[src/plte_pkg.sv]
// ---------------------------------------------------------------------------
// plte_pkg
// Types, codes and constants of the pc/line table encoder.
// ---------------------------------------------------------------------------
`timescale 1ns / 1ps
`default_nettype none

package plte_pkg;

  // Default parameter values
  localparam int PC_QUANTUM_DEF  = 4;
  localparam int QUEUE_DEPTH_DEF = 4;

  // Run encoding limits
  localparam int RUN_MAX  = 126;
  localparam int STEP_MAX = 4 * RUN_MAX;
  localparam int RUN_W    = $clog2(STEP_MAX + 1);

  // Command codes
  localparam logic [1:0] CMD_START  = 2'd0;
  localparam logic [1:0] CMD_ENTRY  = 2'd1;
  localparam logic [1:0] CMD_FINISH = 2'd2;

  // PC step encoding modes
  localparam logic [1:0] PCM_NONE = 2'd0;
  localparam logic [1:0] PCM_RUN  = 2'd1;
  localparam logic [1:0] PCM_ESC  = 2'd2;

  // Table byte codes
  localparam logic [7:0] RUN_BASE_BYTE  = 8'd128;
  localparam logic [7:0] PC_ESC_BYTE    = 8'd255;
  localparam logic [7:0] PAD_BYTE       = 8'd129;
  localparam logic [7:0] LINE_ESC_BYTE  = 8'd0;
  localparam logic [7:0] LINE_NEG_BASE  = 8'd64;
  localparam int         LINE_SHORT_MAX = 64;

  typedef struct packed {
    logic [1:0]  cmd;
    logic [31:0] entry_pc;
    logic [30:0] entry_line;
    logic        skip;
  } in_item_t;

  typedef struct packed {
    logic [7:0]  out_byte;
    logic        last_of_run;
    logic [31:0] table_bytes;
  } out_item_t;

  // Classified work handed from front to back
  typedef struct packed {
    logic [1:0]       kind;
    logic [1:0]       pc_mode;
    logic [RUN_W-1:0] run_words;
    logic [31:0]      pc;
    logic             line_long;
    logic [7:0]       line_byte;
    logic [31:0]      line_word;
  } job_t;

endpackage

`default_nettype wire

[src/plte_front.sv]
// ---------------------------------------------------------------------------
// plte_front
// Accepts items, tracks previous pc and line, classifies pc step and line
// delta, and pushes one job per start, finish or sent entry.
// ---------------------------------------------------------------------------
`timescale 1ns / 1ps
`default_nettype none

module plte_front #(
  parameter int PC_QUANTUM = plte_pkg::PC_QUANTUM_DEF
) (
  input  wire logic              clk,
  input  wire logic              rst_n,
  input  wire logic              in_valid,
  output logic                   in_ready,
  input  wire plte_pkg::in_item_t in_data,
  input  wire logic              cfg_we,
  input  wire logic [31:0]       cfg_wdata,
  output logic                   job_valid,
  input  wire logic              job_ready,
  output plte_pkg::job_t         job_data
);

  // Divide-by-quantum through a reciprocal, exact below STEP_LIM
  localparam int STEP_LIM = (plte_pkg::STEP_MAX + 1) * PC_QUANTUM;
  localparam int DIV_W    = $clog2(STEP_LIM);
  localparam int SHIFT    = DIV_W + $clog2(PC_QUANTUM);
  localparam int RECIP    = (2 ** SHIFT + PC_QUANTUM - 1) / PC_QUANTUM;
  localparam int RECIP_W  = SHIFT + 1;
  localparam int PROD_W   = DIV_W + RECIP_W;
  localparam logic signed [31:0] NEG_Q = 32'(-PC_QUANTUM);

  localparam logic [1:0] F_IDLE  = 2'd0;
  localparam logic [1:0] F_CALC  = 2'd1;
  localparam logic [1:0] F_CLASS = 2'd2;
  localparam logic [1:0] F_PUSH  = 2'd3;

  logic [1:0]                   state_r, state_nxt;
  plte_pkg::in_item_t           item_r;
  logic [31:0]                  text_start_r;
  logic [31:0]                  prev_pc_r;
  logic [30:0]                  prev_line_r;
  logic [31:0]                  diff_r;
  logic [31:0]                  dl_r;
  logic [1:0]                   pc_mode_r, pc_mode_nxt;
  logic [plte_pkg::RUN_W-1:0]   run_words_r;
  logic                         line_long_r, line_long_nxt;
  logic [7:0]                   line_byte_r, line_byte_nxt;
  logic [PROD_W-1:0]            prod;
  logic                         push;

  assign in_ready  = (state_r == F_IDLE);
  assign job_valid = (state_r == F_PUSH);
  assign push      = job_valid && job_ready;

  // Sequence one item through calc and, as its command needs, classify and push
  always_comb begin
    state_nxt = state_r;
    case (state_r)
      F_IDLE: begin
        if (in_valid) state_nxt = F_CALC;
      end
      F_CALC: begin
        case (item_r.cmd)
          plte_pkg::CMD_START,
          plte_pkg::CMD_FINISH: state_nxt = F_PUSH;
          plte_pkg::CMD_ENTRY: begin
            if (item_r.skip || (item_r.entry_line == prev_line_r)) begin
              state_nxt = F_IDLE;
            end else begin
              state_nxt = F_CLASS;
            end
          end
          default: state_nxt = F_IDLE;
        endcase
      end
      F_CLASS: state_nxt = F_PUSH;
      F_PUSH: begin
        if (job_ready) state_nxt = F_IDLE;
      end
      default: state_nxt = F_IDLE;
    endcase
  end

  // Classify the pc step in words
  always_comb begin
    if (diff_r[31]) begin
      pc_mode_nxt = ($signed(diff_r) <= NEG_Q) ? plte_pkg::PCM_ESC : plte_pkg::PCM_NONE;
    end else if (diff_r < 32'(PC_QUANTUM)) begin
      pc_mode_nxt = plte_pkg::PCM_NONE;
    end else if (diff_r < 32'(STEP_LIM)) begin
      pc_mode_nxt = plte_pkg::PCM_RUN;
    end else begin
      pc_mode_nxt = plte_pkg::PCM_ESC;
    end
  end

  assign prod = PROD_W'(diff_r[DIV_W-1:0]) * PROD_W'(RECIP);

  // Classify the line delta
  always_comb begin
    line_long_nxt = ($signed(dl_r) > 32'sd64) || ($signed(dl_r) < -32'sd64);
    line_byte_nxt = dl_r[31] ? (plte_pkg::LINE_NEG_BASE - dl_r[7:0]) : dl_r[7:0];
  end

  // Control state and tracked pc/line
  always_ff @(posedge clk) begin
    if (!rst_n) begin
      state_r      <= F_IDLE;
      text_start_r <= '0;
      prev_pc_r    <= '0;
      prev_line_r  <= '0;
    end else begin
      state_r <= state_nxt;
      if (cfg_we) text_start_r <= cfg_wdata;
      if (push) begin
        if (item_r.cmd == plte_pkg::CMD_START) begin
          prev_pc_r   <= text_start_r;
          prev_line_r <= '0;
        end else if (item_r.cmd == plte_pkg::CMD_ENTRY) begin
          prev_pc_r   <= item_r.entry_pc + 32'(PC_QUANTUM);
          prev_line_r <= item_r.entry_line;
        end
      end
    end
  end

  // Payload pipeline registers
  always_ff @(posedge clk) begin
    if (in_valid && in_ready) item_r <= in_data;
    if (state_r == F_CALC) begin
      diff_r <= item_r.entry_pc - prev_pc_r;
      dl_r   <= {1'b0, item_r.entry_line} - {1'b0, prev_line_r};
    end
    if (state_r == F_CLASS) begin
      pc_mode_r   <= pc_mode_nxt;
      run_words_r <= prod[SHIFT +: plte_pkg::RUN_W];
      line_long_r <= line_long_nxt;
      line_byte_r <= line_byte_nxt;
    end
  end

  // Assemble the job
  always_comb begin
    job_data           = '0;
    job_data.kind      = item_r.cmd;
    job_data.pc_mode   = pc_mode_r;
    job_data.run_words = run_words_r;
    job_data.pc        = item_r.entry_pc;
    job_data.line_long = line_long_r;
    job_data.line_byte = line_byte_r;
    job_data.line_word = dl_r;
  end

endmodule

`default_nettype wire

[src/plte_fifo.sv]
// ---------------------------------------------------------------------------
// plte_fifo
// Short job queue between front and back. The oldest job sits in a head
// register that is refilled from the store or straight from the push side.
// ---------------------------------------------------------------------------
`timescale 1ns / 1ps
`default_nettype none

module plte_fifo #(
  parameter int DEPTH = plte_pkg::QUEUE_DEPTH_DEF
) (
  input  wire logic           clk,
  input  wire logic           rst_n,
  input  wire logic           push_valid,
  output logic                push_ready,
  input  wire plte_pkg::job_t push_data,
  output logic                pop_valid,
  input  wire logic           pop_ready,
  output plte_pkg::job_t      pop_data
);

  localparam int PTR_W = $clog2(DEPTH);
  localparam int CNT_W = $clog2(DEPTH + 1);

  plte_pkg::job_t     mem_r [DEPTH];
  plte_pkg::job_t     head_r;
  logic [PTR_W-1:0]   wr_ptr_r, rd_ptr_r;
  logic [CNT_W-1:0]   count_r;
  logic               do_push, do_pop, head_free, mem_any, bypass;

  // count_r holds every queued job, the head included
  assign push_ready = (count_r != CNT_W'(DEPTH));
  assign pop_valid  = (count_r != '0);
  assign pop_data   = head_r;
  assign do_push    = push_valid && push_ready;
  assign do_pop     = pop_valid && pop_ready;
  assign head_free  = !pop_valid || do_pop;
  assign mem_any    = (count_r > CNT_W'(1));
  assign bypass     = do_push && head_free && !mem_any;

  // Advance pointers and occupancy
  always_ff @(posedge clk) begin
    if (!rst_n) begin
      wr_ptr_r <= '0;
      rd_ptr_r <= '0;
      count_r  <= '0;
    end else begin
      if (do_push && !bypass) begin
        wr_ptr_r <= (wr_ptr_r == PTR_W'(DEPTH - 1)) ? '0 : wr_ptr_r + PTR_W'(1);
      end
      if (head_free && mem_any) begin
        rd_ptr_r <= (rd_ptr_r == PTR_W'(DEPTH - 1)) ? '0 : rd_ptr_r + PTR_W'(1);
      end
      if (do_push && !do_pop) begin
        count_r <= count_r + CNT_W'(1);
      end else if (do_pop && !do_push) begin
        count_r <= count_r - CNT_W'(1);
      end
    end
  end

  // Store entries and refill the head
  always_ff @(posedge clk) begin
    if (do_push && !bypass) mem_r[wr_ptr_r] <= push_data;
    if (head_free && mem_any) begin
      head_r <= mem_r[rd_ptr_r];
    end else if (bypass) begin
      head_r <= push_data;
    end
  end

endmodule

`default_nettype wire

[src/plte_back.sv]
// ---------------------------------------------------------------------------
// plte_back
// Executes jobs: emits run, escape, line and pad bytes one per cycle, unless the
// output stalls, into the output register and keeps the saturating byte count.
// ---------------------------------------------------------------------------
`timescale 1ns / 1ps
`default_nettype none

module plte_back (
  input  wire logic           clk,
  input  wire logic           rst_n,
  input  wire logic           job_valid,
  output logic                job_ready,
  input  wire plte_pkg::job_t job_data,
  output logic                out_valid,
  input  wire logic           out_ready,
  output plte_pkg::out_item_t out_data
);

  localparam int RW = plte_pkg::RUN_W;

  localparam logic [2:0] B_IDLE      = 3'd0;
  localparam logic [2:0] B_RUN       = 3'd1;
  localparam logic [2:0] B_ESC_HEAD  = 3'd2;
  localparam logic [2:0] B_ESC_WORD  = 3'd3;
  localparam logic [2:0] B_LINE_HEAD = 3'd4;
  localparam logic [2:0] B_LINE_WORD = 3'd5;

  logic [2:0]          state_r, state_nxt;
  logic [1:0]          idx_r, idx_nxt;
  logic [RW-1:0]       runs_r, runs_nxt;
  logic [RW-1:0]       step;
  plte_pkg::job_t      job_r;
  logic [31:0]         byte_count_r, count_inc;
  logic                out_valid_r;
  plte_pkg::out_item_t out_data_r;
  logic                adv, emit, emit_last, clr_count, load;
  logic [7:0]          emit_byte;

  // Big-endian byte of a word
  function automatic logic [7:0] byte_sel(input logic [31:0] w, input logic [1:0] idx);
    logic [7:0] b;
    case (idx)
      2'd0:    b = w[31:24];
      2'd1:    b = w[23:16];
      2'd2:    b = w[15:8];
      default: b = w[7:0];
    endcase
    return b;
  endfunction

  assign adv       = !out_valid_r || out_ready;
  assign count_inc = (byte_count_r == '1) ? byte_count_r : byte_count_r + 32'd1;
  assign step      = (runs_r > RW'(plte_pkg::RUN_MAX)) ? RW'(plte_pkg::RUN_MAX) : runs_r;
  assign out_valid = out_valid_r;
  assign out_data  = out_data_r;

  // Byte sequencer
  always_comb begin
    state_nxt = state_r;
    idx_nxt   = idx_r;
    runs_nxt  = runs_r;
    emit      = 1'b0;
    emit_byte = '0;
    emit_last = 1'b0;
    clr_count = 1'b0;
    load      = 1'b0;
    job_ready = 1'b0;
    case (state_r)
      B_IDLE: begin
        if (job_valid) begin
          case (job_data.kind)
            plte_pkg::CMD_START: begin
              job_ready = 1'b1;
              clr_count = 1'b1;
            end
            plte_pkg::CMD_FINISH: begin
              if (byte_count_r[0] && (byte_count_r != '1)) begin
                if (adv) begin
                  job_ready = 1'b1;
                  emit      = 1'b1;
                  emit_byte = plte_pkg::PAD_BYTE;
                  emit_last = 1'b1;
                end
              end else begin
                job_ready = 1'b1;
              end
            end
            plte_pkg::CMD_ENTRY: begin
              job_ready = 1'b1;
              load      = 1'b1;
              runs_nxt  = job_data.run_words;
              case (job_data.pc_mode)
                plte_pkg::PCM_RUN: state_nxt = B_RUN;
                plte_pkg::PCM_ESC: state_nxt = B_ESC_HEAD;
                default:           state_nxt = B_LINE_HEAD;
              endcase
            end
            default: job_ready = 1'b1;
          endcase
        end
      end
      B_RUN: begin
        if (adv) begin
          emit      = 1'b1;
          emit_byte = plte_pkg::RUN_BASE_BYTE + 8'(step);
          runs_nxt  = runs_r - step;
          if (runs_r == step) state_nxt = B_LINE_HEAD;
        end
      end
      B_ESC_HEAD: begin
        if (adv) begin
          emit      = 1'b1;
          emit_byte = plte_pkg::PC_ESC_BYTE;
          idx_nxt   = '0;
          state_nxt = B_ESC_WORD;
        end
      end
      B_ESC_WORD: begin
        if (adv) begin
          emit      = 1'b1;
          emit_byte = byte_sel(job_r.pc, idx_r);
          idx_nxt   = idx_r + 2'd1;
          if (idx_r == 2'd3) state_nxt = B_LINE_HEAD;
        end
      end
      B_LINE_HEAD: begin
        if (adv) begin
          emit = 1'b1;
          if (job_r.line_long) begin
            emit_byte = plte_pkg::LINE_ESC_BYTE;
            idx_nxt   = '0;
            state_nxt = B_LINE_WORD;
          end else begin
            emit_byte = job_r.line_byte;
            emit_last = 1'b1;
            state_nxt = B_IDLE;
          end
        end
      end
      B_LINE_WORD: begin
        if (adv) begin
          emit      = 1'b1;
          emit_byte = byte_sel(job_r.line_word, idx_r);
          emit_last = (idx_r == 2'd3);
          idx_nxt   = idx_r + 2'd1;
          if (idx_r == 2'd3) state_nxt = B_IDLE;
        end
      end
      default: state_nxt = B_IDLE;
    endcase
  end

  // Control state, count and output valid
  always_ff @(posedge clk) begin
    if (!rst_n) begin
      state_r      <= B_IDLE;
      byte_count_r <= '0;
      out_valid_r  <= 1'b0;
    end else begin
      state_r <= state_nxt;
      if (clr_count) begin
        byte_count_r <= '0;
      end else if (emit) begin
        byte_count_r <= count_inc;
      end
      if (emit) begin
        out_valid_r <= 1'b1;
      end else if (out_ready) begin
        out_valid_r <= 1'b0;
      end
    end
  end

  // Payload registers
  always_ff @(posedge clk) begin
    idx_r  <= idx_nxt;
    runs_r <= runs_nxt;
    if (load) job_r <= job_data;
    if (emit) begin
      out_data_r.out_byte    <= emit_byte;
      out_data_r.last_of_run <= emit_last;
      out_data_r.table_bytes <= count_inc;
    end
  end

endmodule

`default_nettype wire

[src/pc_line_table_encoder.sv]
// The front takes one item at a time: accept, diff, classify and queue push for a
// sent entry; a start or finish skips classify, and a skipped entry ends after the
// diff. The back emits one byte per cycle unless the output stalls, plus a load
// step per entry, so long byte runs set the rate once the 4-entry job queue fills.
// Reset (rst_n low, synchronous): pc, line, byte count, text_start cleared.
// ---------------------------------------------------------------------------
// pc_line_table_encoder
// Delta-encodes (pc, line) entries into a pc/line table byte stream.
// ---------------------------------------------------------------------------
`timescale 1ns / 1ps
`default_nettype none

module pc_line_table_encoder #(
  parameter int PC_QUANTUM  = plte_pkg::PC_QUANTUM_DEF,
  parameter int QUEUE_DEPTH = plte_pkg::QUEUE_DEPTH_DEF
) (
  input  wire logic               clk,
  input  wire logic               rst_n,
  input  wire logic               in_valid,
  output logic                    in_ready,
  input  wire plte_pkg::in_item_t in_data,
  output logic                    out_valid,
  input  wire logic               out_ready,
  output plte_pkg::out_item_t     out_data,
  input  wire logic               cfg_we,
  input  wire logic [31:0]        cfg_wdata
);

  logic           push_valid, push_ready, pop_valid, pop_ready;
  plte_pkg::job_t push_data, pop_data;

  // Classify items
  plte_front #(
    .PC_QUANTUM(PC_QUANTUM)
  ) u_front (
    .clk       (clk),
    .rst_n     (rst_n),
    .in_valid  (in_valid),
    .in_ready  (in_ready),
    .in_data   (in_data),
    .cfg_we    (cfg_we),
    .cfg_wdata (cfg_wdata),
    .job_valid (push_valid),
    .job_ready (push_ready),
    .job_data  (push_data)
  );

  // Decouple front and back
  plte_fifo #(
    .DEPTH(QUEUE_DEPTH)
  ) u_fifo (
    .clk        (clk),
    .rst_n      (rst_n),
    .push_valid (push_valid),
    .push_ready (push_ready),
    .push_data  (push_data),
    .pop_valid  (pop_valid),
    .pop_ready  (pop_ready),
    .pop_data   (pop_data)
  );

  // Emit bytes
  plte_back u_back (
    .clk       (clk),
    .rst_n     (rst_n),
    .job_valid (pop_valid),
    .job_ready (pop_ready),
    .job_data  (pop_data),
    .out_valid (out_valid),
    .out_ready (out_ready),
    .out_data  (out_data)
  );

endmodule

`default_nettype wire

[config.mk]
export PLATFORM = sky130hd
export DESIGN_NAME = pc_line_table_encoder
export DESIGN_NICKNAME = d
export VERILOG_FILES = /design/src/plte_pkg.sv /design/src/plte_front.sv /design/src/plte_fifo.sv /design/src/plte_back.sv /design/src/pc_line_table_encoder.sv
export SDC_FILE = /design/constraint.sdc
export NUM_CORES = 1
export LEC_CHECK = 0
export BUFFER_PORTS_ARGS = -buffer_cell sky130_fd_sc_hd__buf_2
export CORE_MARGIN = 2
export CORE_UTILIZATION = 60
export CTS_CLUSTER_SIZE = 30
export DETAILED_ROUTE_END_ITERATION = 10
export PLACE_DENSITY = 0.87
export SLEW_MARGIN = 10
export SYNTH_ARGS = -nofsm -noshare
export SYNTH_HDL_FRONTEND = slang
export SYNTH_SLANG_ARGS = --single-unit
[constraint.sdc]
create_clock -name clk -period 9.29 [get_ports clk]
set_input_delay 0.929 -clock clk [delete_from_list [all_inputs] [get_ports clk]]
set_output_delay 0.929 -clock clk [all_outputs]
set_load 0.005 [all_outputs]
==> impl_metrics.ini <==
[final_layout]
final_cell_mix = 705 x edfxtp_1, 179 x nand2_1, 145 x buf_2
drive_gt1_share_pct = 19.1
final_nets = 2818
layout.cells.non_filler = 3475
multiInputGateArea_um2 = 11400
syn_to_final_growth_pct = 12.2
diodes = 0
final_common_cell = edfxtp_1
fill_cells = 3748
seq_area_um2 = 24000

[route]
first_pass_iters = 8
ant_nets = 0
drtIter0Drc = 2358
wire_per_inst_um = 23.1
viasPerCell = 6.30
routed_wl_um = 80300
vias = 21900
drc = 0

[timing]
slew_headroom_pct = 23.5
maxSlewViolCount = 0
fin_crit_sh_pct = 52.3
hold_viol_final = 0
fmax_mhz = 206
tightestPinTransition_ns = 1.14
setup_viol = 0
skew_ns = 0.0259
fin_crit_ns = 4.86
fin_setup_tns_ns = 0
finalWorstSetupSlack_ns = 4.43
rsz0062_at_grt = no
holdWs_ns = 0.410

[clock_tree]
post_cts_buffers = 0
cts_tree = built
h-tree-depth = 3
cts_inserted_buffers = 84
cts_sinks = 847
cts.path.max_buffers = 3
clk_pin_slew_worst_paths_ns = 0.06
cts_hold_buffers = 0
clkLatencyLatePin_ns = 0.64
cts-resized-gates = 0
cts-root-buf = clkbuf_16

[yosys]
synthArstFlopShare_pct = 0
seq_area_frac_synth_pct = 66.5
netlist_instances = 2489
synthTopCellsByArea = edfxtp_1 59%, dfxtp_1 7.9%, mux4_2 5.4%
avgSynthCellArea_um2 = 14.5
synth_nets = 2677
synth_cell_types = 75
synth_edf_count = 705
synth_top_cell_by_area = edfxtp_1
syn_area_um2 = 36100
synthFlopType = edfxtp_1
synth_top_area_share_pct = 58.6
yosysWarningCount = 0
synth-seq-cells = 847

[placed_design]
place.gp.congestion = 0.887
dp_slack_ns = 4.46
io_buffers = 145
hpwl_um = 48600
place_inst = 3316

[min_path]
min_path_type = reg -> reg
min-delay-start = u_fifo.pop_data[2]
hold_path_depth = 0

[floorplanning]
die_area_um2 = 62200
rows = 89
die_y_um = 249
start_util_pct = 61.0
die_w_um = 249
pin_count = 146
core-area_um2 = 59200

[pwr]
combPwrFrac_pct = 20.0
netSwitchingFraction_pct = 28.4
seqPwrFrac_pct = 48.2
intPower_mw = 8.03
pwr_density_cell_nw_per_um2 = 277
p_clk_share_pct = 31.9
static-leakage-power_nw = 13.6
design_power_total_mw = 11.2
vdd_drop_max_mv = 0.269
power.switching_mw = 3.18

[critical_path]
reg2reg_depth = 11
worstReg2RegStart = u_back.byte_count_r[20]
cp.required_ns = 9.66
worstPathArrival_ns = 5.23
crit_path_max_fanout = 60
cp-start-kind = register
crit_path_end_kind = register
critPathLaunch = u_back.byte_count_r[20]
crit_type = reg -> reg

[global_route]
grtUsageTotal_pct = 25.9
grt_first_pass_wirelength_um = 125000
gr-usage-met1_pct = 35.1
top_usage_layer = met2
grt.overflow.total = 0
use_met2_pct = 42.5
grt_max_degree = 98
antenna_found_initial = 1
met3_usage_pct = 4.95
grt_pass1_vias = 22000

[flow_run]
cap_violations = 0

[run_status]
status = finished, final reports clean
-- cell type report --
type	instances	area share [%]
timing repair buffer	165	2.18
clock buffer	99	5.47
sequential	847	59.2
clock inverter	59	1.74
tap	773	2.39
inverter	91	0.842
multi-input combinational	1441	28.1
-- worst max-delay path, cell delays in order (launching register included) --
cell	delay (ns)
dfxtp_1	0.43
nand4_1	0.31
nor4_1	0.48
nand4bb_1	0.35
ha_1	0.31
nand2_1	0.06
nor2_1	0.05
a21o_1	0.20
and2_1	0.24
nor2_4	0.84
buf_4	0.82
mux2_2	0.42
-- synth_stat cells, types with 12 or more instances --
library cell  count
or3_1            18
a21o_1           50
mux2_2           84
inv_1            91
buf_1            12
nor3_1           25
a21boi_0         55
buf_2            13
ha_1             83
mux2i_1          39
o221ai_1         20
nor4_1           17
a222oi_1         16
o21ai_0          59
mux4_2           86
a31oi_1          12
nor2b_1          56
nand4_1          38
nor2_1          111
dfxtp_1         142
edfxtp_1        705
nand3_1          76
a21oi_1         110
nand2_1         179
and2_1           16
xor2_1           55
and3_1           14
clkbuf_1         82
xnor2_1          86
-- worst paths after layout --
check / endpoint / slack, ns
min: u_back.job_r[2] / 0.41
max reg2reg: u_fifo.pop_data[67] / 4.43
min reg2reg: u_back.job_r[2] / 0.41
max: u_fifo.pop_data[67] / 4.43
-- flip-flops by register name, summed over array words and instances, names as in the netlist, 34 cells and up, named ones only --
name	count
u_fifo.pop_data	86
u_fifo.mem_r	344
u_back.out_data	41
u_front.job_data	34
u_back.job_r	73
-- per-layer routing --
layer,vias to the layer above,wire (µm)
li1,9740,-
met4,0,2170
met3,174,7860
met1,10800,31300
met2,1228,38900
met5,-,0
-- logic make-up (layout without fill, tap and decap cells) --
logic type,count (synthesis),count (layout),synth area share [%]
DFF,847,847,66.5
and+or+nand+nor,587,587,8.04
AOI/OAI and AO/OA,418,418,7.86
muxes,209,209,9.06
buffers and inverters,201,414,2.16
xor gates and xnor gates,141,141,3.42
adders and majority gates,85,85,2.99
other,1,1,0.0104
-- power by group through the flow --
stage	clock [mW]	sequential [mW]	combinational, mW
global route	3.75	5.46	2.43
floorplan	0	5.31	1.68
detailed placement	0	5.46	2.19
global placement	0	5.42	2.09
CTS	3.61	5.40	2.24
finish	3.57	5.40	2.24
-- metrics by stage --
step	instance area (µm²)	utilization [%]
2_1_floorplan	36100	-
3_3_place_gp	37600	63.5
3_5_place_dp	37600	63.5
4_1_cts	40500	68.4
5_1_grt	40500	68.4
6_report	40500	68.4
No activity file was read; power rests on OpenSTA's default activity.
